### src/mws_pkg.sv
package mws_pkg;

   localparam int PIX_W      = 8;
   localparam int THR_W      = 8;
   localparam int RADCFG_W   = 2;
   localparam int FW_W       = 11;
   localparam int FH_W       = 12;
   localparam int CSR_IDX_W  = 2;
   localparam int CSR_DATA_W = 12;

   // register indexes
   localparam logic [CSR_IDX_W-1:0] CSR_THRESHOLD    = 2'd0;
   localparam logic [CSR_IDX_W-1:0] CSR_WIN_RADIUS   = 2'd1;
   localparam logic [CSR_IDX_W-1:0] CSR_FRAME_WIDTH  = 2'd2;
   localparam logic [CSR_IDX_W-1:0] CSR_FRAME_HEIGHT = 2'd3;

   // register reset values
   localparam logic [THR_W-1:0]    RST_THRESHOLD    = 8'd5;
   localparam logic [RADCFG_W-1:0] RST_WIN_RADIUS   = 2'd2;
   localparam logic [FW_W-1:0]     RST_FRAME_WIDTH  = 11'd640;
   localparam logic [FH_W-1:0]     RST_FRAME_HEIGHT = 12'd480;

   // sequencer states
   localparam int ST_W = 3;
   localparam logic [ST_W-1:0] S_IDLE  = 3'd0;
   localparam logic [ST_W-1:0] S_READ  = 3'd1;
   localparam logic [ST_W-1:0] S_SCAN  = 3'd2;
   localparam logic [ST_W-1:0] S_DIVGO = 3'd3;
   localparam logic [ST_W-1:0] S_DIV   = 3'd4;
   localparam logic [ST_W-1:0] S_OUT   = 3'd5;

   typedef struct packed {
      logic busy;
      logic done;
   } div_status_type;

endpackage

### src/mws_divider.sv
module mws_divider import mws_pkg::*; #(
   parameter int NUM_W = 16,
   parameter int DEN_W = 8
) (
   input  logic             clock,
   input  logic             reset,
   input  logic             start,
   input  logic [NUM_W-1:0] num,
   input  logic [DEN_W-1:0] den,
   output div_status_type   status,
   output logic [NUM_W-1:0] quot
);

   localparam int CNT_W = $clog2(NUM_W + 1);

   logic [NUM_W-1:0] work_ff;
   logic [DEN_W:0]   rem_ff;
   logic [DEN_W-1:0] den_ff;
   logic [CNT_W-1:0] cnt_ff;
   logic             busy_ff;
   logic             done_ff;
   logic [DEN_W:0]   trial;
   logic             take;

   assign trial = {rem_ff[DEN_W-1:0], work_ff[NUM_W-1]};
   assign take  = (trial >= {1'b0, den_ff});

   // control: one quotient bit per cycle
   always_ff @(posedge clock) begin
      if (reset) begin
         busy_ff <= 1'b0;
         done_ff <= 1'b0;
         cnt_ff  <= '0;
      end else begin
         done_ff <= 1'b0;
         if (start) begin
            busy_ff <= 1'b1;
            cnt_ff  <= CNT_W'(NUM_W);
         end else if (busy_ff) begin
            cnt_ff <= cnt_ff - CNT_W'(1);
            if (cnt_ff == CNT_W'(1)) begin
               busy_ff <= 1'b0;
               done_ff <= 1'b1;
            end
         end
      end
   end

   // restoring shift and subtract
   always_ff @(posedge clock) begin
      if (start) begin
         work_ff <= num;
         den_ff  <= den;
         rem_ff  <= '0;
      end else if (busy_ff) begin
         rem_ff  <= take ? (trial - {1'b0, den_ff}) : trial;
         work_ff <= {work_ff[NUM_W-2:0], take};
      end
   end

   assign status.busy = busy_ff;
   assign status.done = done_ff;
   assign quot        = work_ff;

endmodule

### config.mk
export PLATFORM = sky130hd
export DESIGN_NAME = mws_divider
export DESIGN_NICKNAME = d
export VERILOG_FILES = /design/src/mws_pkg.sv /design/src/mws_divider.sv
export SDC_FILE = /design/constraint.sdc
export NUM_CORES = 1
export LEC_CHECK = 0
export ABC_AREA = 1
export BUFFER_PORTS_ARGS = -buffer_cell sky130_fd_sc_hd__buf_2
export CAP_MARGIN = 20
export CORE_UTILIZATION = 29
export CTS_BUF_LIST = sky130_fd_sc_hd__clkbuf_8
export DETAILED_ROUTE_END_ITERATION = 12
export PLACE_DENSITY = 0.54
export SYNTH_ARGS = -nofsm -noshare
export SYNTH_HDL_FRONTEND = slang
export SYNTH_SLANG_ARGS = --single-unit
### constraint.sdc
create_clock -name clock -period 1.75 [get_ports clock]
set_input_delay 0.525 -clock clock [delete_from_list [all_inputs] [get_ports clock]]
set_output_delay 0.525 -clock clock [all_outputs]
set_load 0.005 [all_outputs]
== After elaboration in Yosys (flattened, before gate mapping) ==
Cells that the tools add are included.
Widths: inputs -> output; s select.

* Flip-flop bits (word level): 39
* Output and inout port bits: 18
* Word-level logic and storage cells: 24
* Input port bits: 27

* Multiplexer cells: 9
* Bitwise gates (word level): 1
* Magnitude comparators: 1
* Equal/unequal tests: 1
* Reduce and logical (&&, ||, !) cells: 3
* Add/sub/neg operators: 2

{| class="wikitable"
|+ Operator list
! operator !! number
|-
| $mux 16 || 2
|-
| $mux 5 || 2
|-
| $ge 9x8->1 || 1
|-
| $mux 8 || 1
|-
| $sub 8x8->8 || 1
|-
| $eq 5x1->1 const B || 1
|-
| $sub 5x1->5 const B || 1
|-
| $mux 1 || 4
|-
| $reduce_or 3->1 || 1
|-
| $reduce_bool 2->1 || 1
|-
| $reduce_or 2->1 || 1
|-
| $not 1->1 || 1
|}

== Logic depth before layout (Yosys ltp) ==
* Depth in word-level cells: 4
* Mapped depth: 12
* Mapped depth without buffers: 12

== Least setup slack after synthesis ==
OpenSTA, ideal clock, no wires.

* Kind: flip-flop to flip-flop
* From: reg work_ff[15], in the netlist quot[15]
* To: reg rem_ff[4]
* Stages on the path, launching flop included: 11
* Period minus slack after synthesis: 1.583 ns
* Setup slack: 0.167 ns
* Required time: 1.637 ns
* Data arrival time: 1.470 ns
* Library setup time: 0.113 ns
* Path buffers: 0
* Path through: edfxtp_1 > inv_1 > ha_1 > fa_1 > inv_1 > nand3_1 > nand3_1 > xnor2_1 > nand2_1 > nand3_1 > nand2_1

* Longest elaborated chain between the ends: 2
* Elaborated cells between the ends (all ways): 3
* Classes of those cells: 1 x add/sub; 1 x order compare; 1 x mux

{| class="wikitable"
|+ Ends and longest elaborated chain
! item !! RTL line !! source
|-
| start: declaration || mws_divider.sv:16 || <nowiki>logic [NUM_W-1:0] work_ff;</nowiki>
|-
| start signal: assignment || mws_divider.sv:52 || <nowiki>work_ff <= num;</nowiki>
|-
| start signal: assignment || mws_divider.sv:57 || <nowiki>work_ff <= {work_ff[NUM_W-2:0], take};</nowiki>
|-
| $sub 8x8->8 or $ge 9x8->1 (tied branches) || mws_divider.sv:56, mws_divider.sv:26 ||
|-
| $mux 8 * || mws_divider.sv:56 || <nowiki>rem_ff <= take ? (trial - {1'b0, den_ff}) : trial;</nowiki>
|-
| end signal: assignment || mws_divider.sv:56 ||
|-
| end: declaration || mws_divider.sv:17 || <nowiki>logic [DEN_W:0] rem_ff;</nowiki>
|}

Mark *: on every way between the ends. The rest lies on a longest branch, timed or not.
A chain may end at the register's enable or synchronous reset.

== Final worst setup path ==
Ends and elaborated chain as after synthesis.

==> flow_summary.toml <==
[yosys]
proportion_of_synthesized_flip_flops_having_asynchronous_set_or_reset = 0
synthMostInstantiatedCell = "nand2_1"
synth.cell_area_mm2 = 0.002076
synth_enable_flop_cells = 24
seq_area_frac_synth = 0.4919
synth_area_per_cell_um2 = 8.438
yosys-top-cells-area = "edfxtp_1 (35%), nand2_1 (18%), dfxtp_1 (14%), ha_1 (6.0%), nand3_1 (4.3%)"
postSynth.topFlopCell = "edfxtp_1"
syn_inst = 246
yosysTopAreaCellShare = 0.3472
yosys.area.top_type = "edfxtp_1"
ys.warnings.count = 0
synth.distinct_cells = 31
ys_seq_elements = 39
synthesis.nets = 284
synth_top_cells_by_count = "nand2_1 (97), edfxtp_1 (24), inv_1 (24), nand3_1 (18), dfxtp_1 (15)"

[placement]
placedInstanceArea_mm2 = 0.002410
dp.final_hpwl_mm = 3.251
dp_slack_ns = 0.009958
place_congestion = 0.8099
portBuffers = 44

[worst_setup_path]
arrival_ns = 1.82
critical_path.endpoint_type = "register"
worstPathMaxFanout = 2
cp.required_ns = 1.94
critical_path_class = "reg -> reg"
worstSetupStartpointType = "register"

[timing]
report.final.hold_viol_count = 0
finClkSkew_ns = 0.003057
final.min_clock_period_ns = 1.639
timing_worst_slew_pin_value_ns = 0.3608
setup_tns_ns = 0
final_min_period_over_clock_period = 0.9363
rsz_0062_raised_after_global_routing = "true"
worst_slack_ns = 0.1114
setup_viol = 0
report.final.slew_viol_count = 0
slew_headroom = 0.7591
maxClockFrequency_mhz = 610.3

[routing]
drtIter0Drc = 61
avgRoutedWirePerCell_um = 11.00
drtPass1Iterations = 4
top_signal_layer_used = "met4"
m1WireLength_mm = 2.059
avgViaCountPerCell = 4.356
remaining_drc_errors = 0
routed-via-count = 1725
drtAntennaViolNets = 0
met2_length_mm = 2.041
totalWireLength_mm = 4.355
detailroute.wirelength.met3_um = 202

[min_path]
holdCritPathClass = "in -> reg"

[floorplan]
placementRows = 30
die_h_um = 86.61
start_util = 0.3022
chipWidth_um = 86.61
placeableCoreArea_mm2 = 0.006869
ios = 45
die-area_mm2 = 0.007500

[clock_network]
tritoncts_buffer_count = 5
clkLatencyLatePin_ns = 0.29
cts.clk_slew.worst_paths_ns = 0.07
clock_tree.root_cell = "clkbuf_8"
htreeDepth = 2
clock_tree_from_tritoncts = "built"
cts.path.max_buffers = 2
cts_sinks = 39

[global_route]
grt_antenna_before_repair = 0
overall_track_demand_over_capacity_in_global_routing = 0.1247
number_of_global_route_vias_before_repair = 1633
grt_max_degree = 21
grt_first_pass_wirelength_mm = 7.231
grt_remaining_overflow = 0

[final_layout]
core_utilization_of_the_finished_layout = 0.3763
layout_overhead_on_the_synthesized_area_pct = 24.53
antennaDiodeCount = 0
final_layout_net_count = 337
drive_above_1_share = 0.2833
stdcell_area_mm2 = 0.002585

[pwr]
design_power_total_mw = 2.092
leakagePower_nw = 1.290
power_per_cell_area_mw_per_mm2 = 809.4
ir_drop_mv = 0.5145

[run]
count_of_max_cap_constraint_violations = 0

[outcome]
run_status = "finished clean"
final timing paths:
check / start / to / slack (ns) / cells past startpoint
worst max-delay path: quot[15] / rem_ff[4] / 0.11 / 10
worst min-delay path: reset / cnt_ff[4] / 0.40 / 2
worst max register to register: quot[15] / rem_ff[4] / 0.11 / 10
worst min register to register: rem_ff[5] / rem_ff[5] / 0.48 / 2
sequential cells by signal (all words and copies together), names as in the netlist:
register / count
cnt_ff: 5
rem_ff: 8
den_ff: 8
done_ff: 1
quot: 16
busy_ff: 1
report_power, final:
part | total, mW | leakage [nW] | internal, mW | switching, mW
Combinational | 0.401 | 0.877 | 0.176 | 0.225
Sequential | 1.10 | 0.365 | 1.06 | 0.0434
Clock | 0.590 | 0.0477 | 0.273 | 0.317
Total | 2.09 | 1.29 | 1.51 | 0.586
metrics by stage:
stage,instances,hold WS [ns]
floorplan,246,0.4422
global placement,384,0.4571
detailed placement,384,0.4619
CTS,393,0.3879
global route,396,0.3878
finish,396,0.4014
cell usage in the layout (no fill, tap or decap), types with 2 or more instances in the layout:
master    Yosys  final
edfxtp_1     24     24
clkinv_1      2      2
dfxtp_1      15     15
nand3_2       1      4
nand3b_1      7      7
clkinv_2      0      3
nand3_1      18     15
inv_2         4      6
nand2_4       2      2
buf_4         2      6
a31oi_1       2      2
inv_1        24     22
ha_1         10      6
a21oi_1       3      3
nand2_1      97     97
xor2_1        3      3
buf_2         2     44
clkbuf_8      0      5
nor2_1       13     13
nand2_2       2      2
ha_2          0      2
ha_4          0      2
nor3_1        2      2
cells by family after synthesis:
family          Yosys count  share of synthesized area
xor+xnor                  4                    0.01688
simple gates            149                     0.3249
flops                    39                     0.4919
buf+inv                  35                    0.06811
fa+ha+maj                11                    0.06992
compound gates            8                    0.02833
cell type report:
type,count,area (um2)
fill,727,4284
sequential,39,1021
multi-input combinational,173,982.2
timing repair buffer,50,265.3
tap,96,120.1
inverter,30,112.6
clock buffer,5,68.82
clock inverter,3,15.01
per-layer routing:
layer,global-route usage,vias to the layer above
li1,-,896
met1,0.1473,787
met2,0.2143,37
met3,0.03714,5
met4,0.04545,0
met5,0,-
worst max-delay path, stage by stage, from the launching register on:
cell and delay, ns:
edfxtp_1 0.38, inv_2 0.07, ha_4 0.16, fa_2 0.39, inv_2 0.07, nand3_2 0.07, nand3_2 0.10, xnor2_2 0.11
nand2_1 0.07, nand3_1 0.07, nand2_1 0.05
what timing repair did:
| item | in CTS | in global routing |
|---|---|---|
| pin swaps | 0 | 4 |
| gates cloned | 0 | 1 |
| setup buffers | 1 | 2 |
| resized for setup | 0 | 13 |
| setup endpoints to repair | 1 | 7 |
| hold buffers | 0 | 0 |
(Power assumes the default switching activity.)
