**src/mws_pkg.sv**
```systemverilog
package mws_pkg;

   localparam int PIX_W      = 8;
   localparam int THR_W      = 8;
   localparam int RADCFG_W   = 2;
   localparam int FW_W       = 11;
   localparam int FH_W       = 12;
   localparam int CSR_IDX_W  = 2;
   localparam int CSR_DATA_W = 12;

   // register indexes
   localparam logic [CSR_IDX_W-1:0] CSR_THRESHOLD    = 2'd0;
   localparam logic [CSR_IDX_W-1:0] CSR_WIN_RADIUS   = 2'd1;
   localparam logic [CSR_IDX_W-1:0] CSR_FRAME_WIDTH  = 2'd2;
   localparam logic [CSR_IDX_W-1:0] CSR_FRAME_HEIGHT = 2'd3;

   // register reset values
   localparam logic [THR_W-1:0]    RST_THRESHOLD    = 8'd5;
   localparam logic [RADCFG_W-1:0] RST_WIN_RADIUS   = 2'd2;
   localparam logic [FW_W-1:0]     RST_FRAME_WIDTH  = 11'd640;
   localparam logic [FH_W-1:0]     RST_FRAME_HEIGHT = 12'd480;

   // sequencer states
   localparam int ST_W = 3;
   localparam logic [ST_W-1:0] S_IDLE  = 3'd0;
   localparam logic [ST_W-1:0] S_READ  = 3'd1;
   localparam logic [ST_W-1:0] S_SCAN  = 3'd2;
   localparam logic [ST_W-1:0] S_DIVGO = 3'd3;
   localparam logic [ST_W-1:0] S_DIV   = 3'd4;
   localparam logic [ST_W-1:0] S_OUT   = 3'd5;

   typedef struct packed {
      logic busy;
      logic done;
   } div_status_type;

endpackage

```
**src/mws_column_sum.sv**
```systemverilog
module mws_column_sum import mws_pkg::*; #(
   parameter int WIN = 5
) (
   input  logic [WIN-1:0][PIX_W-1:0]        col,
   input  logic [PIX_W-1:0]                 centre,
   input  logic [THR_W-1:0]                 threshold,
   input  logic [$clog2(WIN)-1:0]           lo,
   input  logic [$clog2(WIN)-1:0]           hi,
   output logic [PIX_W+$clog2(WIN+1)-1:0]   sum,
   output logic [$clog2(WIN+1)-1:0]         cnt
);

   localparam int CS_W = PIX_W + $clog2(WIN + 1);
   localparam int CC_W = $clog2(WIN + 1);

   // masked sum of the rows inside the radius
   always_comb begin
      logic [PIX_W-1:0] diff;
      sum = '0;
      cnt = '0;
      for (int y = 0; y < WIN; y++) begin
         diff = (col[y] > centre) ? (col[y] - centre) : (centre - col[y]);
         if (32'(y) >= 32'(lo) && 32'(y) <= 32'(hi) && diff <= threshold) begin
            sum = sum + CS_W'(col[y]);
            cnt = cnt + CC_W'(1);
         end
      end
   end

endmodule

```
**config.mk**
```make
export PLATFORM = sky130hd
export DESIGN_NAME = mws_column_sum
export DESIGN_NICKNAME = d
export VERILOG_FILES = /design/src/mws_pkg.sv /design/src/mws_column_sum.sv
export SDC_FILE = /design/constraint.sdc
export NUM_CORES = 1
export LEC_CHECK = 0
export ABC_AREA = 1
export ABC_CLOCK_PERIOD_IN_PS = 10200
export BUFFER_PORTS_ARGS = -buffer_cell sky130_fd_sc_hd__buf_2
export CAP_MARGIN = 20
export CORE_MARGIN = 2
export CORE_UTILIZATION = 55
export DETAILED_ROUTE_END_ITERATION = 10
export GPL_TIMING_DRIVEN = 0
export PLACE_DENSITY = 0.76
export SYNTH_ARGS = -nofsm -noshare
export SYNTH_HDL_FRONTEND = slang
export SYNTH_SLANG_ARGS = --single-unit
```
**constraint.sdc**
```tcl
create_clock -name vclk -period 10.2
set_clock_uncertainty 0.15 [all_clocks]
set_input_delay 1.53 -clock vclk [all_inputs]
set_output_delay 1.53 -clock vclk [all_outputs]
set_load 0.1 [all_outputs]
```
Word level (Yosys, flattened, before mapping)
Index checks and enable logic that the tools add are counted.
{"block": "classes", "add_sub_neg": 18, "mul": 0, "div_mod_pow": 0, "magnitude_cmp": 19, "n_eq_ne": 0, "shift": 0, "n_mux": 15, "bitwise_logic": 0, "reduce_logical": 9}
{"operator": "8-bit subtractor", "count": 10}
{"operator": "8-bit two-way mux", "count": 6}
{"operator": "8-bit greater-than comparator", "count": 5}
{"operator": "8-bit <= comparator", "count": 5}
{"operator": "11-bit by 8-bit adder with 11-bit output", "count": 3}
{"operator": "11-bit two-way mux", "count": 3}
{"operator": "3-bit by 1-bit adder with 3-bit output (second input constant)", "count": 4}
{"operator": "3-bit two-way mux", "count": 4}
{"operator": "8-bit by 8-bit adder with 9-bit output", "count": 1}
{"operator": "1-bit logical AND", "count": 9}
{"operator": "9-bit two-way mux", "count": 1}
{"operator": "1-bit by 3-bit >= comparator with 1-bit output (first input constant)", "count": 2}
{"operator": "2-bit by 3-bit >= comparator with 1-bit output (first input constant)", "count": 2}
{"operator": "2-bit by 3-bit <= comparator with 1-bit output (first input constant)", "count": 2}
{"operator": "3-bit >= comparator (first input constant)", "count": 1}
{"operator": "1-bit by 3-bit <= comparator with 1-bit output (first input constant)", "count": 1}
{"operator": "3-bit <= comparator (first input constant)", "count": 1}
{"operator": "1-bit two-way mux", "count": 1}
{"block": "word_totals", "ff_bits": 0, "latchBits": 0, "ram_bits": 0, "mem_bits_ro": 0, "in_bits": 62, "out_inout_bits": 14, "wordCells": 61, "n_memories": 0}

Logic depth before layout (Yosys ltp)
{"block": "logic_depth", "ltp_word": 13, "ltp_mapped": 55, "ltp_nobuf": 55}

Worst setup path before layout
Ideal clock, no wire load.
{"block": "synth_path", "path_type": "in2out", "startpoint": "in col[0] (netlist bit)", "endpoint": "out sum[8]", "t_arrival_ns": 9.104, "required_ns": 8.520, "setup_slack_ns": -0.584, "path_stages": 52, "path_buffers": 0, "cell_sequence": "inv_1 -> ha_1 -> inv_1 -> fa_1 -> inv_1 -> o21ai_0 -> a21oi_1 -> o21ai_0 -> nand2_2 -> inv_1 -> nand2_1 -> a21oi_1 -> nor2b_1 -> inv_1 -> ha_1 -> a21oi_1 -> nor2_1 -> nor3_1 -> [16 not listed] -> nor2_1 -> nand2_1 -> nand2_1 -> ha_1 -> inv_1 -> o21ai_0 -> xor2_1 -> nand2_1 -> and2_1 -> ha_1 -> a21oi_1 -> o21ai_0 -> nor2_1 -> nor2_1 -> o21ai_0 -> nand2_1 -> nand2_1 -> xor2_1"}
{"block": "synth_via", "elab_chain_cells": 13, "elab_cells_between_ends": 15, "classes_between": "add/sub (6); order compare (2); mux (6); reduce/logical (1)"}
{"item": "start: declaration", "line": "mws_column_sum.sv:4", "source": "input logic [WIN-1:0][PIX_W-1:0] col,"}
{"item": "8-bit subtractor or 8-bit greater-than comparator (tied branches)", "line": "mws_column_sum.sv:22", "source": "diff = (col[y] > centre) ? (col[y] - centre) : (centre - col[y]);"}
{"item": "8-bit two-way mux", "line": "mws_column_sum.sv:22"}
{"item": "8-bit <= comparator", "line": "mws_column_sum.sv:23", "source": "if (32'(y) >= 32'(lo) && 32'(y) <= 32'(hi) && diff <= threshold) begin"}
{"item": "1-bit logical AND", "line": "mws_column_sum.sv:23"}
{"item": "8-bit two-way mux *", "line": "mws_column_sum.sv:23"}
{"item": "8-bit by 8-bit adder with 9-bit output", "line": "mws_column_sum.sv:24", "source": "sum = sum + CS_W'(col[y]);"}
{"item": "9-bit two-way mux *", "line": "mws_column_sum.sv:23"}
{"item": "11-bit by 8-bit adder with 11-bit output", "line": "mws_column_sum.sv:24"}
{"item": "11-bit two-way mux *", "line": "mws_column_sum.sv:23"}
{"item": "11-bit by 8-bit adder with 11-bit output", "line": "mws_column_sum.sv:24"}
{"item": "11-bit two-way mux *", "line": "mws_column_sum.sv:23"}
{"item": "11-bit by 8-bit adder with 11-bit output", "line": "mws_column_sum.sv:24"}
{"item": "11-bit two-way mux *", "line": "mws_column_sum.sv:23"}
{"item": "end: declaration", "line": "mws_column_sum.sv:9", "source": "output logic [PIX_W+$clog2(WIN+1)-1:0] sum,"}
Every way passes the cells marked *; elsewhere a longest branch is shown, timed or not.

Worst setup path after layout
{"block": "layout_path", "startpoint": "in centre[5]", "endpoint": "out sum[8]"}
{"block": "layout_via", "elab_chain_cells": 13, "elab_cells_between_ends": 39, "classes_between": "add/sub (14); order compare (10); mux (10); reduce/logical (5)"}
{"item": "start: declaration", "line": "mws_column_sum.sv:5", "source": "input logic [PIX_W-1:0] centre,"}
{"item": "8-bit subtractor or 8-bit greater-than comparator (tied branches)", "line": "mws_column_sum.sv:22"}
{"item": "8-bit two-way mux", "line": "mws_column_sum.sv:22"}
{"item": "8-bit <= comparator", "line": "mws_column_sum.sv:23"}
{"item": "1-bit logical AND", "line": "mws_column_sum.sv:23"}
{"item": "8-bit two-way mux", "line": "mws_column_sum.sv:23"}
{"item": "8-bit by 8-bit adder with 9-bit output", "line": "mws_column_sum.sv:24"}
{"item": "9-bit two-way mux", "line": "mws_column_sum.sv:23"}
{"item": "11-bit by 8-bit adder with 11-bit output", "line": "mws_column_sum.sv:24"}
{"item": "11-bit two-way mux", "line": "mws_column_sum.sv:23"}
{"item": "11-bit by 8-bit adder with 11-bit output", "line": "mws_column_sum.sv:24"}
{"item": "11-bit two-way mux", "line": "mws_column_sum.sv:23"}
{"item": "11-bit by 8-bit adder with 11-bit output", "line": "mws_column_sum.sv:24"}
{"item": "11-bit two-way mux *", "line": "mws_column_sum.sv:23"}
Marks and branches as above.

==> flow_results.xml <==
<?xml version="1.0" encoding="UTF-8"?>
<metrics>
  <group name="outcome">
    <metric name="outcome" unit="">finished, final reports clean</metric>
  </group>
  <group name="placement">
    <metric name="routabilityCongestion" unit="">0.971</metric>
    <metric name="detailed_place.area" unit="µm²">6990</metric>
    <metric name="portBuffers" unit="">76</metric>
    <metric name="placed_wire_length_estimate" unit="µm">15300</metric>
  </group>
  <group name="floorplanning">
    <metric name="chip_width" unit="µm">112</metric>
    <metric name="die-height" unit="µm">112</metric>
    <metric name="fp.coreArea" unit="µm²">11400</metric>
    <metric name="initial_utilization" unit="">0.562</metric>
    <metric name="floorplan.rows" unit="">39</metric>
    <metric name="die-area" unit="µm²">12500</metric>
    <metric name="num_io_pins" unit="">76</metric>
  </group>
  <group name="sta">
    <metric name="worst_slew_margin_rel" unit="">0.493</metric>
    <metric name="final.setup.tns" unit="ps">0</metric>
    <metric name="timing.final.setup_violations" unit="">0</metric>
    <metric name="min_period_over_period" unit="">0.989</metric>
    <metric name="rsz0062_at_grt" unit="">true</metric>
    <metric name="report.final.hold_viol_count" unit="">0</metric>
    <metric name="final_critical_path_time_including_i_o_delays_and_setup" unit="ps">10090</metric>
    <metric name="tightestPinTransition" unit="ps">758</metric>
    <metric name="max_freq" unit="GHz">0.0991</metric>
    <metric name="final_max_slew_viol_count" unit="">0</metric>
  </group>
  <group name="critical_path">
    <metric name="critPathKind" unit="">in2out</metric>
    <metric name="critPathMaxFanout" unit="">6</metric>
    <metric name="crit_path_capture_type" unit="">primary output</metric>
    <metric name="cp_common_cell" unit="">sky130_fd_sc_hd__nand2_1</metric>
    <metric name="critical-path-slowest-cell" unit="">sky130_fd_sc_hd__ha_4</metric>
    <metric name="setup.worst_path.start_class" unit="">primary input</metric>
    <metric name="crit_required" unit="ps">8520</metric>
    <metric name="critPathMaxStageDelay" unit="ps">310</metric>
    <metric name="critical_path_arrival" unit="ps">8410</metric>
  </group>
  <group name="yosys">
    <metric name="synth_sequential_area_ratio" unit="">0</metric>
    <metric name="yosys_warnings" unit="">0</metric>
    <metric name="synthesis.nets" unit="">1270</metric>
    <metric name="area_share_of_the_largest_cell_type_after_synthesis" unit="">0.294</metric>
    <metric name="ys_top_cells_by_area" unit="">sky130_fd_sc_hd__ha_1 (29%), sky130_fd_sc_hd__nand2_1 (15%), sky130_fd_sc_hd__inv_1 (11%), sky130_fd_sc_hd__a21oi_1 (7.6%), sky130_fd_sc_hd__xor2_1 (6.7%)</metric>
    <metric name="synth.distinct_cells" unit="">41</metric>
    <metric name="syn-cell-area" unit="µm²">6420</metric>
    <metric name="yosysMostFrequentCell" unit="">sky130_fd_sc_hd__nand2_1</metric>
    <metric name="synth.top_cells.by_count" unit="">sky130_fd_sc_hd__nand2_1 (251), sky130_fd_sc_hd__inv_1 (184), sky130_fd_sc_hd__ha_1 (151)</metric>
    <metric name="synthesis.area_per_instance" unit="µm²">6.15</metric>
    <metric name="synth_largest_area_cell" unit="">sky130_fd_sc_hd__ha_1</metric>
    <metric name="synthesis.instances" unit="">1043</metric>
  </group>
  <group name="detailed_routing">
    <metric name="wl_per_cell" unit="µm">15.5</metric>
    <metric name="routed_via_density" unit="">5.50</metric>
    <metric name="first_iter_violations" unit="">464</metric>
    <metric name="detail-route-antenna-nets" unit="">0</metric>
    <metric name="first_pass_iters" unit="">5</metric>
    <metric name="totalWireLength" unit="µm">20200</metric>
    <metric name="vias" unit="">7159</metric>
    <metric name="route.detailed.drc" unit="">0</metric>
  </group>
  <group name="finish">
    <metric name="layout-drive-gt1-share" unit="">0.246</metric>
    <metric name="layout.cell_area.non_filler" unit="µm²">8230</metric>
    <metric name="flops_and_latches" unit="">0</metric>
    <metric name="final_net_count" unit="">1387</metric>
    <metric name="antennaDiodeCount" unit="">0</metric>
    <metric name="clkbuf_count" unit="">0</metric>
    <metric name="syn_to_final_growth" unit="%">28.3</metric>
    <metric name="ff_latch_area" unit="µm²">0</metric>
  </group>
  <group name="pwr">
    <metric name="total_leakage_power" unit="nW">4.52</metric>
    <metric name="power-per-cell-area" unit="nW/µm²">116</metric>
    <metric name="ir_drop" unit="V">0.000202</metric>
  </group>
  <group name="hold_path">
    <metric name="min_path_type" unit="">in2out</metric>
  </group>
  <group name="global_route">
    <metric name="antenna_violations_before_repair" unit="">0</metric>
    <metric name="grt_first_pass_wirelength" unit="µm">30200</metric>
    <metric name="overflow" unit="">0</metric>
    <metric name="grt_pass1_vias" unit="">6455</metric>
    <metric name="track_usage" unit="">0.288</metric>
    <metric name="grt_start_max_net_pins" unit="">12</metric>
  </group>
  <group name="clock_network">
    <metric name="post_cts_hold_buffer_count" unit="">0</metric>
  </group>
  <group name="run">
    <metric name="max_cap_violations" unit="">0</metric>
  </group>
</metrics>
[final cells by class]
type                       count  area [µm²]
timing repair buffer         115         813
buffer                        12        72.6
multi-input combinational    842        6410
inverter                     189         761
tap                          143         179
fill                         973        3190
[metrics by stage]
stage | instances | power, mW | hold WS (ps) | util | setup slack (ps)
2_1_floorplan | 1043 | 0.613 | 3590 | - | -62.4
3_3_place_gp | 1262 | 0.761 | 3660 | 0.612 | -1370
3_5_place_dp | 1262 | 0.769 | 3670 | 0.612 | -1420
4_1_cts | 1269 | 0.824 | 3670 | 0.643 | 1.77
5_1_grt | 1301 | 1.05 | 3650 | 0.721 | -245
6_report | 1301 | 0.959 | 3610 | 0.721 | 109
[critical path: cells and delay by family]
family,cells,cell delay (ps)
AO/OA/AOI/OAI,9,1210
XOR/XNOR,4,740
adder cells (fa/ha/maj),6,1580
AND/OR/NAND/NOR,21,2400
buffers and inverters,7,930
[report_power, final]
part	internal (mW)	switching, mW
clock	0	0
combinational	0.346	0.613
sequential	0	0
total	0.346	0.613
[metal layers]
metal	wire (µm)	track usage	share of wire	up-vias
met5	0	0	0	-
met4	656	0.0602	0.032	0
met3	1140	0.0178	0.056	59
met2	9650	0.502	0.48	276
met1	8790	0.395	0.43	3189
li1	-	-	-	3635
[path summary, 6_finish.rpt]
check	startpoint	to	slack [ps]	depth (start not counted)
min	col[39]	sum[7]	3610	6
max	centre[5]	sum[8]	110	47
[cell usage in the layout (no fill, tap or decap), types with 11 or more instances in the layout]
| cell type | instances |
|---|---|
| sky130_fd_sc_hd__buf_2 | 65 |
| sky130_fd_sc_hd__nand3_1 | 68 |
| sky130_fd_sc_hd__nand4_1 | 11 |
| sky130_fd_sc_hd__nor2_1 | 40 |
| sky130_fd_sc_hd__xnor2_1 | 11 |
| sky130_fd_sc_hd__nand2_1 | 231 |
| sky130_fd_sc_hd__o21ai_0 | 34 |
| sky130_fd_sc_hd__inv_2 | 14 |
| sky130_fd_sc_hd__ha_1 | 118 |
| sky130_fd_sc_hd__xor2_1 | 48 |
| sky130_fd_sc_hd__a21oi_1 | 77 |
| sky130_fd_sc_hd__ha_4 | 32 |
| sky130_fd_sc_hd__nand2_2 | 20 |
| sky130_fd_sc_hd__buf_4 | 39 |
| sky130_fd_sc_hd__a21oi_2 | 16 |
| sky130_fd_sc_hd__inv_1 | 158 |
[what timing repair did]
item,in CTS,in global routing
pin swaps,15,68
resized for setup,60,173
setup buffers,7,32
endpoints found under the setup margin,10,8
[cells by family (layout without fill, tap and decap cells)]
| family | count (synthesis) | count (layout) | synth area share |
|---|---|---|---|
| fa+ha+maj | 165 | 165 | 0.338 |
| compound gates | 184 | 184 | 0.159 |
| buf+inv | 201 | 316 | 0.120 |
| simple gates | 423 | 423 | 0.285 |
| xor+xnor | 61 | 61 | 0.0833 |
| mux | 9 | 9 | 0.0150 |
Power figures use the tool's default switching activity.
