==> src/mws_pkg.sv <==
package mws_pkg;

   localparam int PIX_W      = 8;
   localparam int THR_W      = 8;
   localparam int RADCFG_W   = 2;
   localparam int FW_W       = 11;
   localparam int FH_W       = 12;
   localparam int CSR_IDX_W  = 2;
   localparam int CSR_DATA_W = 12;

   // register indexes
   localparam logic [CSR_IDX_W-1:0] CSR_THRESHOLD    = 2'd0;
   localparam logic [CSR_IDX_W-1:0] CSR_WIN_RADIUS   = 2'd1;
   localparam logic [CSR_IDX_W-1:0] CSR_FRAME_WIDTH  = 2'd2;
   localparam logic [CSR_IDX_W-1:0] CSR_FRAME_HEIGHT = 2'd3;

   // register reset values
   localparam logic [THR_W-1:0]    RST_THRESHOLD    = 8'd5;
   localparam logic [RADCFG_W-1:0] RST_WIN_RADIUS   = 2'd2;
   localparam logic [FW_W-1:0]     RST_FRAME_WIDTH  = 11'd640;
   localparam logic [FH_W-1:0]     RST_FRAME_HEIGHT = 12'd480;

   // sequencer states
   localparam int ST_W = 3;
   localparam logic [ST_W-1:0] S_IDLE  = 3'd0;
   localparam logic [ST_W-1:0] S_READ  = 3'd1;
   localparam logic [ST_W-1:0] S_SCAN  = 3'd2;
   localparam logic [ST_W-1:0] S_DIVGO = 3'd3;
   localparam logic [ST_W-1:0] S_DIV   = 3'd4;
   localparam logic [ST_W-1:0] S_OUT   = 3'd5;

   typedef struct packed {
      logic busy;
      logic done;
   } div_status_type;

endpackage

==> src/mws_cell.sv <==
module mws_cell import mws_pkg::*; #(
   parameter int WIN = 5
) (
   input  logic                      clock,
   input  logic                      reset,
   input  logic                      shift_en,
   input  logic [WIN-1:0][PIX_W-1:0] col_in,
   output logic [WIN-1:0][PIX_W-1:0] col_out
);

   logic [WIN-1:0][PIX_W-1:0] col_ff;

   // one window column, taken from the neighbor on each shift
   always_ff @(posedge clock) begin
      if (reset) begin
         col_ff <= '0;
      end else if (shift_en) begin
         col_ff <= col_in;
      end
   end

   assign col_out = col_ff;

endmodule

==> config.mk <==
export PLATFORM = sky130hd
export DESIGN_NAME = mws_cell
export DESIGN_NICKNAME = d
export VERILOG_FILES = /design/src/mws_pkg.sv /design/src/mws_cell.sv
export SDC_FILE = /design/constraint.sdc
export NUM_CORES = 1
export LEC_CHECK = 0
export ABC_AREA = 1
export BUFFER_PORTS_ARGS = -buffer_cell sky130_fd_sc_hd__buf_2
export CAP_MARGIN = 20
export CORE_MARGIN = 10
export CORE_UTILIZATION = 48
export CTS_CLUSTER_DIAMETER = 80
export DETAILED_ROUTE_END_ITERATION = 8
export MAX_ROUTING_LAYER = met4
export PLACE_DENSITY = 0.83
export RECOVER_POWER = 25
export SLEW_MARGIN = 0
export SYNTH_ARGS = -nofsm -noshare
export SYNTH_HDL_FRONTEND = slang
export SYNTH_SLANG_ARGS = --single-unit
==> constraint.sdc <==
create_clock -name clock -period 1.05 [get_ports clock]
set_clock_uncertainty 0.05 [all_clocks]
set_input_delay 0.0525 -clock clock [delete_from_list [all_inputs] [get_ports clock]]
set_output_delay 0.0525 -clock clock [all_outputs]
set_load 0.01 [all_outputs]
After elaboration in Yosys (flattened, before gate mapping)
Cells that the tools add are included.
{ "totals": {"rom_bits": 0, "latchBits": 0, "ram_bits": 0, "regBits": 40, "mem_count": 0, "input_bits": 43, "wordCells": 5} }
{ "op_classes": {"add_sub_neg": 0, "n_eq_ne": 0, "muxes": 0, "reduce_logical": 0, "bitwise_logic": 0, "n_shift": 0, "magnitude_cmp": 0, "n_mul": 0, "div": 0} }

Depth between registers and ports, before layout
Gate-level depths: netlist of the first run.
{ "depth": {"depth_word": 0, "depth_mapped": 5} }

Least setup slack after synthesis of the first run
No wires, ideal clock.
{ "synth_path": {"kind": "reg-to-reg", "from": "register col_out[5] (netlist name)", "to": "register col_ff, in the netlist col_out[5]", "stages_incl_launch_ff": 3, "period_less_slack_ns": 0.619, "arrival_time_ns": 0.456, "setup_ns": 0.113, "path_slack_ns": 0.431, "cell_sequence": "dfxtp_1 -> nor2_1 -> nor2_1"} }
{ "synth_lines": {"columns": ["element", "line", "rtl"], "rows": [
  ["end signal, assigned", "mws_cell.sv:18", "col_ff <= col_in;"],
  ["end, declared", "mws_cell.sv:11", "logic [WIN-1:0][PIX_W-1:0] col_ff;"]
]} }

Worst setup path in the final report of the first run
{ "layout_path": {"from": "register col_ff, in the netlist col_out[1]", "to": "output col_out[1] (netlist name)"} }
{ "layout_lines": {"columns": ["element", "line", "rtl"], "rows": [
  ["end, declared", "mws_cell.sv:8", "output logic [WIN-1:0][PIX_W-1:0] col_out"]
]} }
No word-level cell between the ends.

==> out/metrics.csv, run 1 <==
stage,metric,value,unit
clock_network,cts_max_level,2,
worst_setup_path,crit_arrival,0.84,ns
worst_setup_path,crit_required,0.95,ns
synth,synth_xor_area_frac,0,
synth,netlist.area_leader.share,0.482,
synth,synthArstFlopShare,0,
die,core_region_area,0.00334,mm2
die,boundaryPins,83,
worst_setup_path,worstSetupStartpoint,col_out[1],
routing,firstDrtPassIters,4,
worst_setup_path,slowest_stage,sky130_fd_sc_hd__dfxtp_1,
run,maxCapViolations,0,
routing,post_drt_wl_per_cell,11.6,um
worst_setup_path,worst-path-max-fanout,2,
worst_setup_path,worstPathBufferInverterCount,1,
finish,diodes,0,
synth,ys.flop_type,sky130_fd_sc_hd__dfxtp_1,
synth,combinational_family_with_the_most_area_after_synthesis,simple AND/OR/NAND/NOR gates,
routing,via_per_inst,4.15,
global_route,grt_max_degree,44,
sta,maxSlewViolCount,0,
routing,remaining_drc_errors,0,
synth,number_of_enable_type_register_cells_in_the_synthesized_netlist,0,
routing,ant_nets,0,
global_route,track_usage,0.159,
clock_network,cts_buffer_depth,2,
power,net_switching,842,uW
worst_setup_path,worst-setup-path-type,reg -> out,
clock_network,cts_num_sinks,40,
power,logic_gate_share_of_total_power,0.209,
routing,drtIter0Drc,74,
power,vdd_ir_drop_max,1.04,mV
clock_network,clock_buffers_created_by_tritoncts,5,
worst_setup_path,r2r_end,col_out[1],
worst_setup_path,startpoint_type,flip-flop,
clock_network,clkTransAtPathRegs,0.11,ns
global_route,grt.met2_usage,0.295,
power,static-leakage-power,1.51,nW
placed_design,routabilityCongestion,0.696,
placed_design,place_worst_setup_slack,0.263,ns
worst_setup_path,critical_path.reg2reg.startpoint,col_out[1],
global_route,groute.layer.met1.usage,0.157,
global_route,grt-busiest-layer,met2,
power,sequentialPowerShare,0.536,
synth,yosys.area.top_type,sky130_fd_sc_hd__dfxtp_1,
synth,yosys-mux-area-fraction,0,
sta,worst_slew_pin_slew,0.230,ns
synth,yosys.area_share.simple,0.361,
synth,yosysWarningCount,0,
worst_setup_path,cp-endpoint,col_out[1],
sta,rsz_0062_raised_after_global_routing,no,
clock_network,worstSkewPairLatency,0.34,ns
sta,final.setup.worst_slack,0.104,ns
placed_design,numPortBuffers,82,
power,switching_share,0.270,
power,clock_power_share,0.254,
worst_setup_path,r2r_cells,2,
worst_setup_path,r2r_slack,0.42,ns
worst_setup_path,max_stage_delay,0.36,ns
routing,drt_wl_total,4.86,mm
hold_path,hold_path.class,in -> reg,
finish,fill_cells,273,
synth,synth_area,0.00166,mm2
finish,fin_util,0.761,
sta,fmaxAchievable,1060,MHz
finish,post_layout_nonfiller_instances,421,
placed_design,place_hpwl,3.03,mm
synth,synthesis.area_per_instance,6.54,um2
routing,vias,1749,
synth,yosys-top-cells-count,"sky130_fd_sc_hd__nand2_1, sky130_fd_sc_hd__nor2_1, sky130_fd_sc_hd__inv_1, sky130_fd_sc_hd__dfxtp_1, sky130_fd_sc_hd__buf_6",
global_route,grtUsageMet3,0.0473,
global_route,first_global_vias,1714,
sta,layout_worst_path_cycle_share,0.901,
sta,finalSetupTns,0,ns
synth,synthAdderAreaFrac,0,
clock_network,tritoncts_clock_tree,built,
run_status,status,"finished, final reports clean",
synth,mappedNetlistNets,297,
finish,ratio_of_cells_with_drive_above_1_in_the_final_layout,0.251,
placed_design,dpl_cell_area,0.00208,mm2
worst_setup_path,cell_chain_of_the_critical_path,buf_2,
worst_setup_path,crit_path_end_kind,output pin,
die,floorplan.initialDensity,0.498,
sta,hold_viol,0,
die,chipHeight,78.8,um
die,die_x,78.8,um
power,totalPowerFinal,3.12,mW
finish,largest_reg_flops,40,
sta,final.min_clock_period,0.946,ns
clock_network,post_cts_resized,0,
synth,post_synth_num_cell_types,7,
finish,post-route-cell-area,0.00254,mm2
clock_network,post-cts-setup-buffer-count,0,
hold_path,hold_path_cells,5,
finish,final_nets,417,
die,dieArea,0.00621,mm2
power,internal_power_consumption,2.27,mW
worst_setup_path,critPathTopFamily,flip-flops,
sta,finalHoldWorstSlack,0.109,ns
synth,synth_sequential_area_ratio,0.482,
worst_setup_path,critical_path_depth,1,
synth,synth.top_cells.by_area,"sky130_fd_sc_hd__dfxtp_1, sky130_fd_sc_hd__nand2_1, sky130_fd_sc_hd__nor2_1, sky130_fd_sc_hd__inv_1, sky130_fd_sc_hd__buf_6",
synth,synthesis.instances,254,
sta,setup_viol,0,
global_route,number_of_antenna_violations_at_the_first_check_in_global_routing,0,
sta,timing.slew.headroom,0.847,
finish,synth_to_final_area_change,52.9,%
clock_network,cts_root_buf,sky130_fd_sc_hd__clkbuf_4,
power,power-per-cell-area,1230,mW/mm2
placed_design,dp.cells,373,
synth,synth_compound_gate_area_share,0,
die,floorplan.rows,21,
global_route,globalRoute.totalOverflow,0,
global_route,grt_pass1_wl,7.82,mm
synth,yosys_register_bits,40,
[routing by layer]
| metal | part of all wire | vias up | wire, um |
|---|---|---|---|
| met4 | 0.0070 | 0 | 34 |
| met5 | 0 | - | 0 |
| li1 | - | 951 | - |
| met1 | 0.40 | 745 | 1950 |
| met3 | 0.053 | 5 | 256 |
| met2 | 0.54 | 48 | 2630 |
[worst min-delay path by stage]
stage          slack (ns)     endpoint       start
6_report             0.11  col_out[17]       reset
3_5_place_dp         0.29   col_out[0]   col_in[0]
4_1_cts              0.09  col_out[20]       reset
3_3_place_gp         0.28  col_out[22]  col_in[22]
2_1_floorplan        0.19   col_out[0]   col_in[0]
5_1_grt              0.10  col_out[16]       reset
[power groups by stage]
stage / Combinational [mW] / Sequential, mW / Clock [mW]
final: 0.652 / 1.67 / 0.792
after global routing: 0.732 / 1.68 / 0.889
after CTS: 0.648 / 1.67 / 0.833
after detailed placement: 0.535 / 1.71 / 0
after global placement: 0.519 / 1.70 / 0
after floorplan: 0.262 / 1.76 / 0
[what timing repair did]
action	CTS	global route
setup endpoints to repair	0	0
endpoints found under the hold margin	40	0
hold buffers	40	0
[cell usage in the layout (no fill, tap or decap)]
cell type and instances:
sky130_fd_sc_hd__clkbuf_4 5, sky130_fd_sc_hd__clkinv_2 2, sky130_fd_sc_hd__buf_2 82, sky130_fd_sc_hd__dlygate4sd3_1 40, sky130_fd_sc_hd__nor2_1 80, sky130_fd_sc_hd__nand2_1 80
sky130_fd_sc_hd__clkbuf_8 1, sky130_fd_sc_hd__buf_12 2, sky130_fd_sc_hd__dfxtp_1 40, sky130_fd_sc_hd__buf_4 2, sky130_fd_sc_hd__inv_1 41
[cells by family (layout without fill, tap and decap cells)]
| group | Yosys count | count (layout) |
|---|---|---|
| AND/OR/NAND/NOR | 160 | 160 |
| buffers and inverters | 54 | 175 |
| flip-flops | 40 | 40 |
[cell type report]
cell class	instances	area [um2]	area share
inverter	41	154	0.0606
timing repair buffer	126	866	0.341
tap	46	57.6	0.0227
multi-input combinational	160	601	0.236
clock inverter	2	10.0	0.00394
sequential	40	801	0.315
clock buffer	6	51.3	0.0202
Power figures use the tool's default switching activity.
==> inputs of run 2 (changes only) <==
==> constraint.sdc (replaced) <==
create_clock -name clock -period 1.05 [get_ports clock]
set_clock_uncertainty 0.05 [all_clocks]
set_input_delay 0.1575 -clock clock [delete_from_list [all_inputs] [get_ports clock]]
set_output_delay 0.1575 -clock clock [all_outputs]
set_load 0.01 [all_outputs]
==> run 2 against run 1 <==
Effect of this change:
- first-iteration DRC count is 30% lower
- critical path depth unchanged
- combinational power is 15% lower
- highest routed layer unchanged
- die area stayed put
- wire length down 18%
- final cell count down 9.5%
- critical endpoint is now col_out[30]
- worst hold slack worse by 0.056 ns
==> out/metrics.csv, run 2 (same netlist as run 1, synthesis figures left out) <==
stage,metric,value,unit
finish,ratio_of_cells_with_drive_above_1_in_the_final_layout,0.376,
clock_network,worstSkewPairLatency,0.32,ns
global_route,globalRoute.totalOverflow,0,
global_route,number_of_antenna_violations_at_the_first_check_in_global_routing,0,
die,core_region_area,0.00334,mm2
finish,final_nets,378,
hold_path,hold_path_cells,5,
worst_setup_path,slowest_stage,sky130_fd_sc_hd__dfxtp_1,
die,floorplan.initialDensity,0.498,
worst_setup_path,crit_path_end_kind,output pin,
worst_setup_path,crit_required,0.84,ns
hold_path,hold_path.class,in -> reg,
global_route,track_usage,0.128,
power,power-per-cell-area,1320,mW/mm2
die,dieArea,0.00621,mm2
run,maxCapViolations,0,
die,floorplan.rows,21,
sta,setup_viol,0,
die,die_x,78.8,um
placed_design,place_hpwl,3.02,mm
sta,finalSetupTns,0,ns
die,chipHeight,78.8,um
sta,fmaxAchievable,989,MHz
finish,fill_cells,314,
finish,synth_to_final_area_change,34.0,%
worst_setup_path,worst-setup-path-type,reg -> out,
routing,post_drt_wl_per_cell,10.5,um
sta,maxSlewViolCount,0,
worst_setup_path,critPathTopFamily,flip-flops,
worst_setup_path,startpoint_type,flip-flop,
finish,diodes,0,
routing,remaining_drc_errors,0,
die,boundaryPins,83,
routing,drt_wl_total,3.99,mm
sta,hold_viol,0,
global_route,first_global_vias,1522,
clock_network,clock_buffers_created_by_tritoncts,5,
finish,largest_reg_flops,40,
worst_setup_path,crit_arrival,0.80,ns
worst_setup_path,critical_path_depth,1,
clock_network,cts_buffer_depth,2,
clock_network,clkTransAtPathRegs,0.11,ns
sta,worst_slew_pin_slew,0.172,ns
routing,drtIter0Drc,52,
clock_network,cts_max_level,2,
worst_setup_path,r2r_cells,3,
sta,layout_worst_path_cycle_share,0.963,
clock_network,cts_num_sinks,40,
routing,via_per_inst,4.11,
routing,firstDrtPassIters,2,
global_route,grt_max_degree,44,
routing,ant_nets,0,
worst_setup_path,cell_chain_of_the_critical_path,buf_2,
worst_setup_path,worst-path-max-fanout,2,
clock_network,tritoncts_clock_tree,built,
sta,finalHoldWorstSlack,0.0530,ns
sta,final.min_clock_period,1.01,ns
global_route,grt_pass1_wl,6.45,mm
finish,commonest_non_fill_non_tap_cells_in_the_layout,"sky130_fd_sc_hd__nor2_1, sky130_fd_sc_hd__nand2_1, sky130_fd_sc_hd__buf_2, sky130_fd_sc_hd__inv_1, sky130_fd_sc_hd__dfxtp_2",
placed_design,numPortBuffers,82,
worst_setup_path,worstPathBufferInverterCount,1,
routing,vias,1566,
run_status,status,"finished, final reports clean",
placed_design,routabilityCongestion,0.689,
worst_setup_path,max_stage_delay,0.35,ns
clock_network,cts_root_buf,sky130_fd_sc_hd__clkbuf_4,
power,vdd_ir_drop_max,0.791,mV
sta,timing.slew.headroom,0.886,
power,static-leakage-power,1.36,nW
[run 2: worst paths after layout]
path / slack (ns) / to / startpoint
worst max-delay path: 0.04 / col_out[30] / col_out[30]
worst min-delay path: 0.05 / col_out[3] / col_in[3]
worst max register to register: 0.32 / col_out[16] / col_out[16]
worst min register to register: 0.42 / col_out[15] / col_out[15]
[run 2: stage by stage]
stage | total power, mW | cells | instance area [um2] | util | setup WS, ns
detailed placement | 2.25 | 373 | 2090 | 0.627 | 0.166
finish | 2.93 | 381 | 2230 | 0.667 | 0.0386
floorplan | 2.02 | 254 | 1660 | - | 0.327
global placement | 2.23 | 373 | 2090 | 0.627 | 0.209
global route | 3.12 | 381 | 2230 | 0.667 | -0.00439
CTS | 2.92 | 380 | 2140 | 0.640 | 0.00416
[run 2: area by class of cell]
class | instances | area [um2] | area share
Clock buffer | 6 | 41.3 | 0.0185
Tap cell | 46 | 57.6 | 0.0259
Clock inverter | 1 | 5.00 | 0.00225
Multi-Input combinational cell | 160 | 601 | 0.270
Inverter | 41 | 154 | 0.0691
Timing Repair Buffer | 87 | 526 | 0.236
Sequential cell | 40 | 842 | 0.378
[run 2: metal layers]
layer,share of wire,track usage,vias to the layer above
li1,-,-,871
met1,0.43,0.130,643
met2,0.49,0.220,50
met3,0.080,0.0552,2
met4,0.0020,0.0376,0
met5,0,-,-
[run 2: what timing repair did]
item / in CTS / in global routing
buffers inserted: 0 / 1
endpoints found under the hold margin: 0 / 0
endpoints found under the setup margin: 0 / 33
hold buffers: 0 / 0
resized for setup: 0 / 42
[run 2: report_power, final]
group	internal (mW)	switching, mW
Clock	0.247	0.439
Sequential	1.64	0.0527
Combinational	0.261	0.292
==> inputs of run 3 (changes only) <==
- CELL_PAD_IN_SITES_DETAIL_PLACEMENT: unset -> 1
- CELL_PAD_IN_SITES_GLOBAL_PLACEMENT: unset -> 2
- CORE_UTILIZATION: 48 -> 24
- PLACE_DENSITY: 0.83 -> unset
- PLACE_DENSITY_LB_ADDON: unset -> 0.1
==> run 3 against run 2 <==
Effect of this change:
- final area increased by 0.79%
- wire length is 19% higher
- first-iteration DRC count decreased by 19%
- critical path depth did not move
- largest cell class unchanged
- fmax is 1.9% higher
- final cell count grew 9.2%
- clock power up 55%
- global-route usage fell by 3.6 points
- sequential cell count stayed put
- via count is 3.4% higher
- sequential share of layout area down 2.1 points
==> out/metrics.csv, run 3 (same netlist as run 1, synthesis figures left out) <==
stage,metric,value,unit
routing,post_drt_wl_per_cell,11.4,um
global_route,track_usage,0.0918,
run,maxCapViolations,0,
hold_path,hold_path.class,in -> reg,
finish,diodes,0,
finish,multiInputGateArea,601,um2
worst_setup_path,cp-endpoint,col_out[4],
placed_design,place_hpwl,3.58,mm
die,floorplan.rows,30,
routing,firstDrtPassIters,3,
sta,fmaxAchievable,1010,MHz
worst_setup_path,crit_path_end_kind,output pin,
clock_network,clock_buffers_created_by_tritoncts,5,
power,static-leakage-power,1.37,nW
routing,remaining_drc_errors,0,
die,chipHeight,103,um
placed_design,routabilityCongestion,0.664,
routing,via_per_inst,3.89,
clock_network,cts.hold.buffers_added,0,
clock_network,cts_root_buf,sky130_fd_sc_hd__clkbuf_8,
worst_setup_path,worst-path-max-fanout,2,
finish,fill_cells,893,
global_route,grt_pass1_wl,7.42,mm
sta,maxSlewViolCount,0,
routing,drt_wl_total,4.75,mm
worst_setup_path,worstPathBufferInverterCount,1,
power,vdd_ir_drop_max,0.356,mV
die,boundaryPins,83,
worst_setup_path,crit_required,0.84,ns
sta,setup_viol,0,
worst_setup_path,worst-setup-path-type,reg -> out,
worst_setup_path,r2r_end,col_out[37],
finish,synth_to_final_area_change,35.0,%
finish,area.sequential,801,um2
global_route,number_of_antenna_violations_at_the_first_check_in_global_routing,0,
placed_design,numPortBuffers,82,
sta,finalHoldWorstSlack,0.104,ns
worst_setup_path,slowest_stage,sky130_fd_sc_hd__dfxtp_1,
die,floorplan.initialDensity,0.246,
worst_setup_path,startpoint_type,flip-flop,
sta,rsz_0062_raised_after_global_routing,no,
finish,largest_reg_flops,40,
worst_setup_path,critPathTopFamily,flip-flops,
sta,worst_slew_pin_slew,0.188,ns
clock_network,post_cts_resized,0,
finish,ratio_of_cells_with_drive_above_1_in_the_final_layout,0.277,
clock_network,cts_max_level,2,
routing,ant_nets,0,
worst_setup_path,r2r_cells,2,
global_route,first_global_vias,1526,
worst_setup_path,cell_chain_of_the_critical_path,buf_2,
hold_path,min-delay-start,col_in[13],
clock_network,tritoncts_clock_tree,built,
worst_setup_path,crit_arrival,0.79,ns
clock_network,clkTransAtPathRegs,0.08,ns
worst_setup_path,max_stage_delay,0.36,ns
global_route,grt_max_degree,45,
power,totalPowerFinal,3.28,mW
global_route,globalRoute.totalOverflow,0,
sta,finalSetupTns,0,ns
clock_network,worstSkewPairLatency,0.28,ns
routing,vias,1619,
sta,layout_worst_path_cycle_share,0.946,
worst_setup_path,worstSetupStartpoint,col_out[4],
finish,most_common_cell_after_layout_fill_and_taps_aside,sky130_fd_sc_hd__buf_2,
worst_setup_path,r2r_slack,0.44,ns
run_status,status,"finished, final reports clean",
clock_network,cts_num_sinks,40,
sta,timing.slew.headroom,0.874,
die,dieArea,0.0107,mm2
finish,final_nets,378,
sta,hold_viol,0,
finish,commonest_non_fill_non_tap_cells_in_the_layout,"sky130_fd_sc_hd__buf_2, sky130_fd_sc_hd__nor2_1, sky130_fd_sc_hd__nand2_1, sky130_fd_sc_hd__inv_1, sky130_fd_sc_hd__dfxtp_1",
worst_setup_path,critical_path_depth,1,
clock_network,post-cts-setup-buffer-count,0,
die,die_x,103,um
clock_network,cts_buffer_depth,2,
power,power-per-cell-area,1460,mW/mm2
routing,drtIter0Drc,42,
sta,final.min_clock_period,0.993,ns
worst_setup_path,critical_path.reg2reg.startpoint,col_out[37],
die,core_region_area,0.00676,mm2
==> run 3: changes by cell type in the layout (fill, tap and decap cells not counted), moves of 2 or more <==
cell                       delta
sky130_fd_sc_hd__clkbuf_8     +6
sky130_fd_sc_hd__dfxtp_2     -33
sky130_fd_sc_hd__buf_6        -6
sky130_fd_sc_hd__clkbuf_4     -5
sky130_fd_sc_hd__buf_4        -2
sky130_fd_sc_hd__dfxtp_1     +33
sky130_fd_sc_hd__buf_2        +7
==> run 3: metrics by stage <==
stage | util | worst slack (ns) | std cells | instance area, um2
2_1_floorplan | - | 0.327 | 254 | 1660
3_3_place_gp | 0.319 | 0.182 | 408 | 2150
3_5_place_dp | 0.319 | 0.169 | 408 | 2150
4_1_cts | 0.332 | 0.0422 | 416 | 2240
5_1_grt | 0.332 | 0.00461 | 416 | 2240
6_report | 0.332 | 0.0571 | 416 | 2240
==> run 3: power by group <==
part	internal [mW]	switching [mW]
sequential	1.62	0.0500
combinational	0.247	0.300
clock	0.536	0.520
==> run 3: worst reg2reg max path: stages (launching register included) <==
cell	delay (ns)
sky130_fd_sc_hd__dfxtp_1	0.32
sky130_fd_sc_hd__nor2_1	0.09
sky130_fd_sc_hd__nor2_1	0.05
==> run 3: layout make-up <==
| type | instances | share of cell area |
|---|---|---|
| sequential | 40 | 0.357 |
| multi-input combinational | 160 | 0.268 |
| timing repair buffer | 87 | 0.222 |
| inverter | 41 | 0.0686 |
| tap | 80 | 0.0446 |
| clock buffer | 8 | 0.0402 |
==> run 3: worst min-delay path by stage <==
stage,slack [ns],end,cells after the start
finish,0.10,col_out[13],5
global route,0.11,col_out[36],5
CTS,0.09,col_out[1],5
detailed placement,0.40,col_out[1],5
global placement,0.39,col_out[1],5
floorplan,0.30,col_out[0],4
==> run 3: layer usage <==
layer,track usage,routed length (um)
met1,0.112,2210
met5,-,0
met4,0.0321,59
met3,0.0432,442
met2,0.130,2040
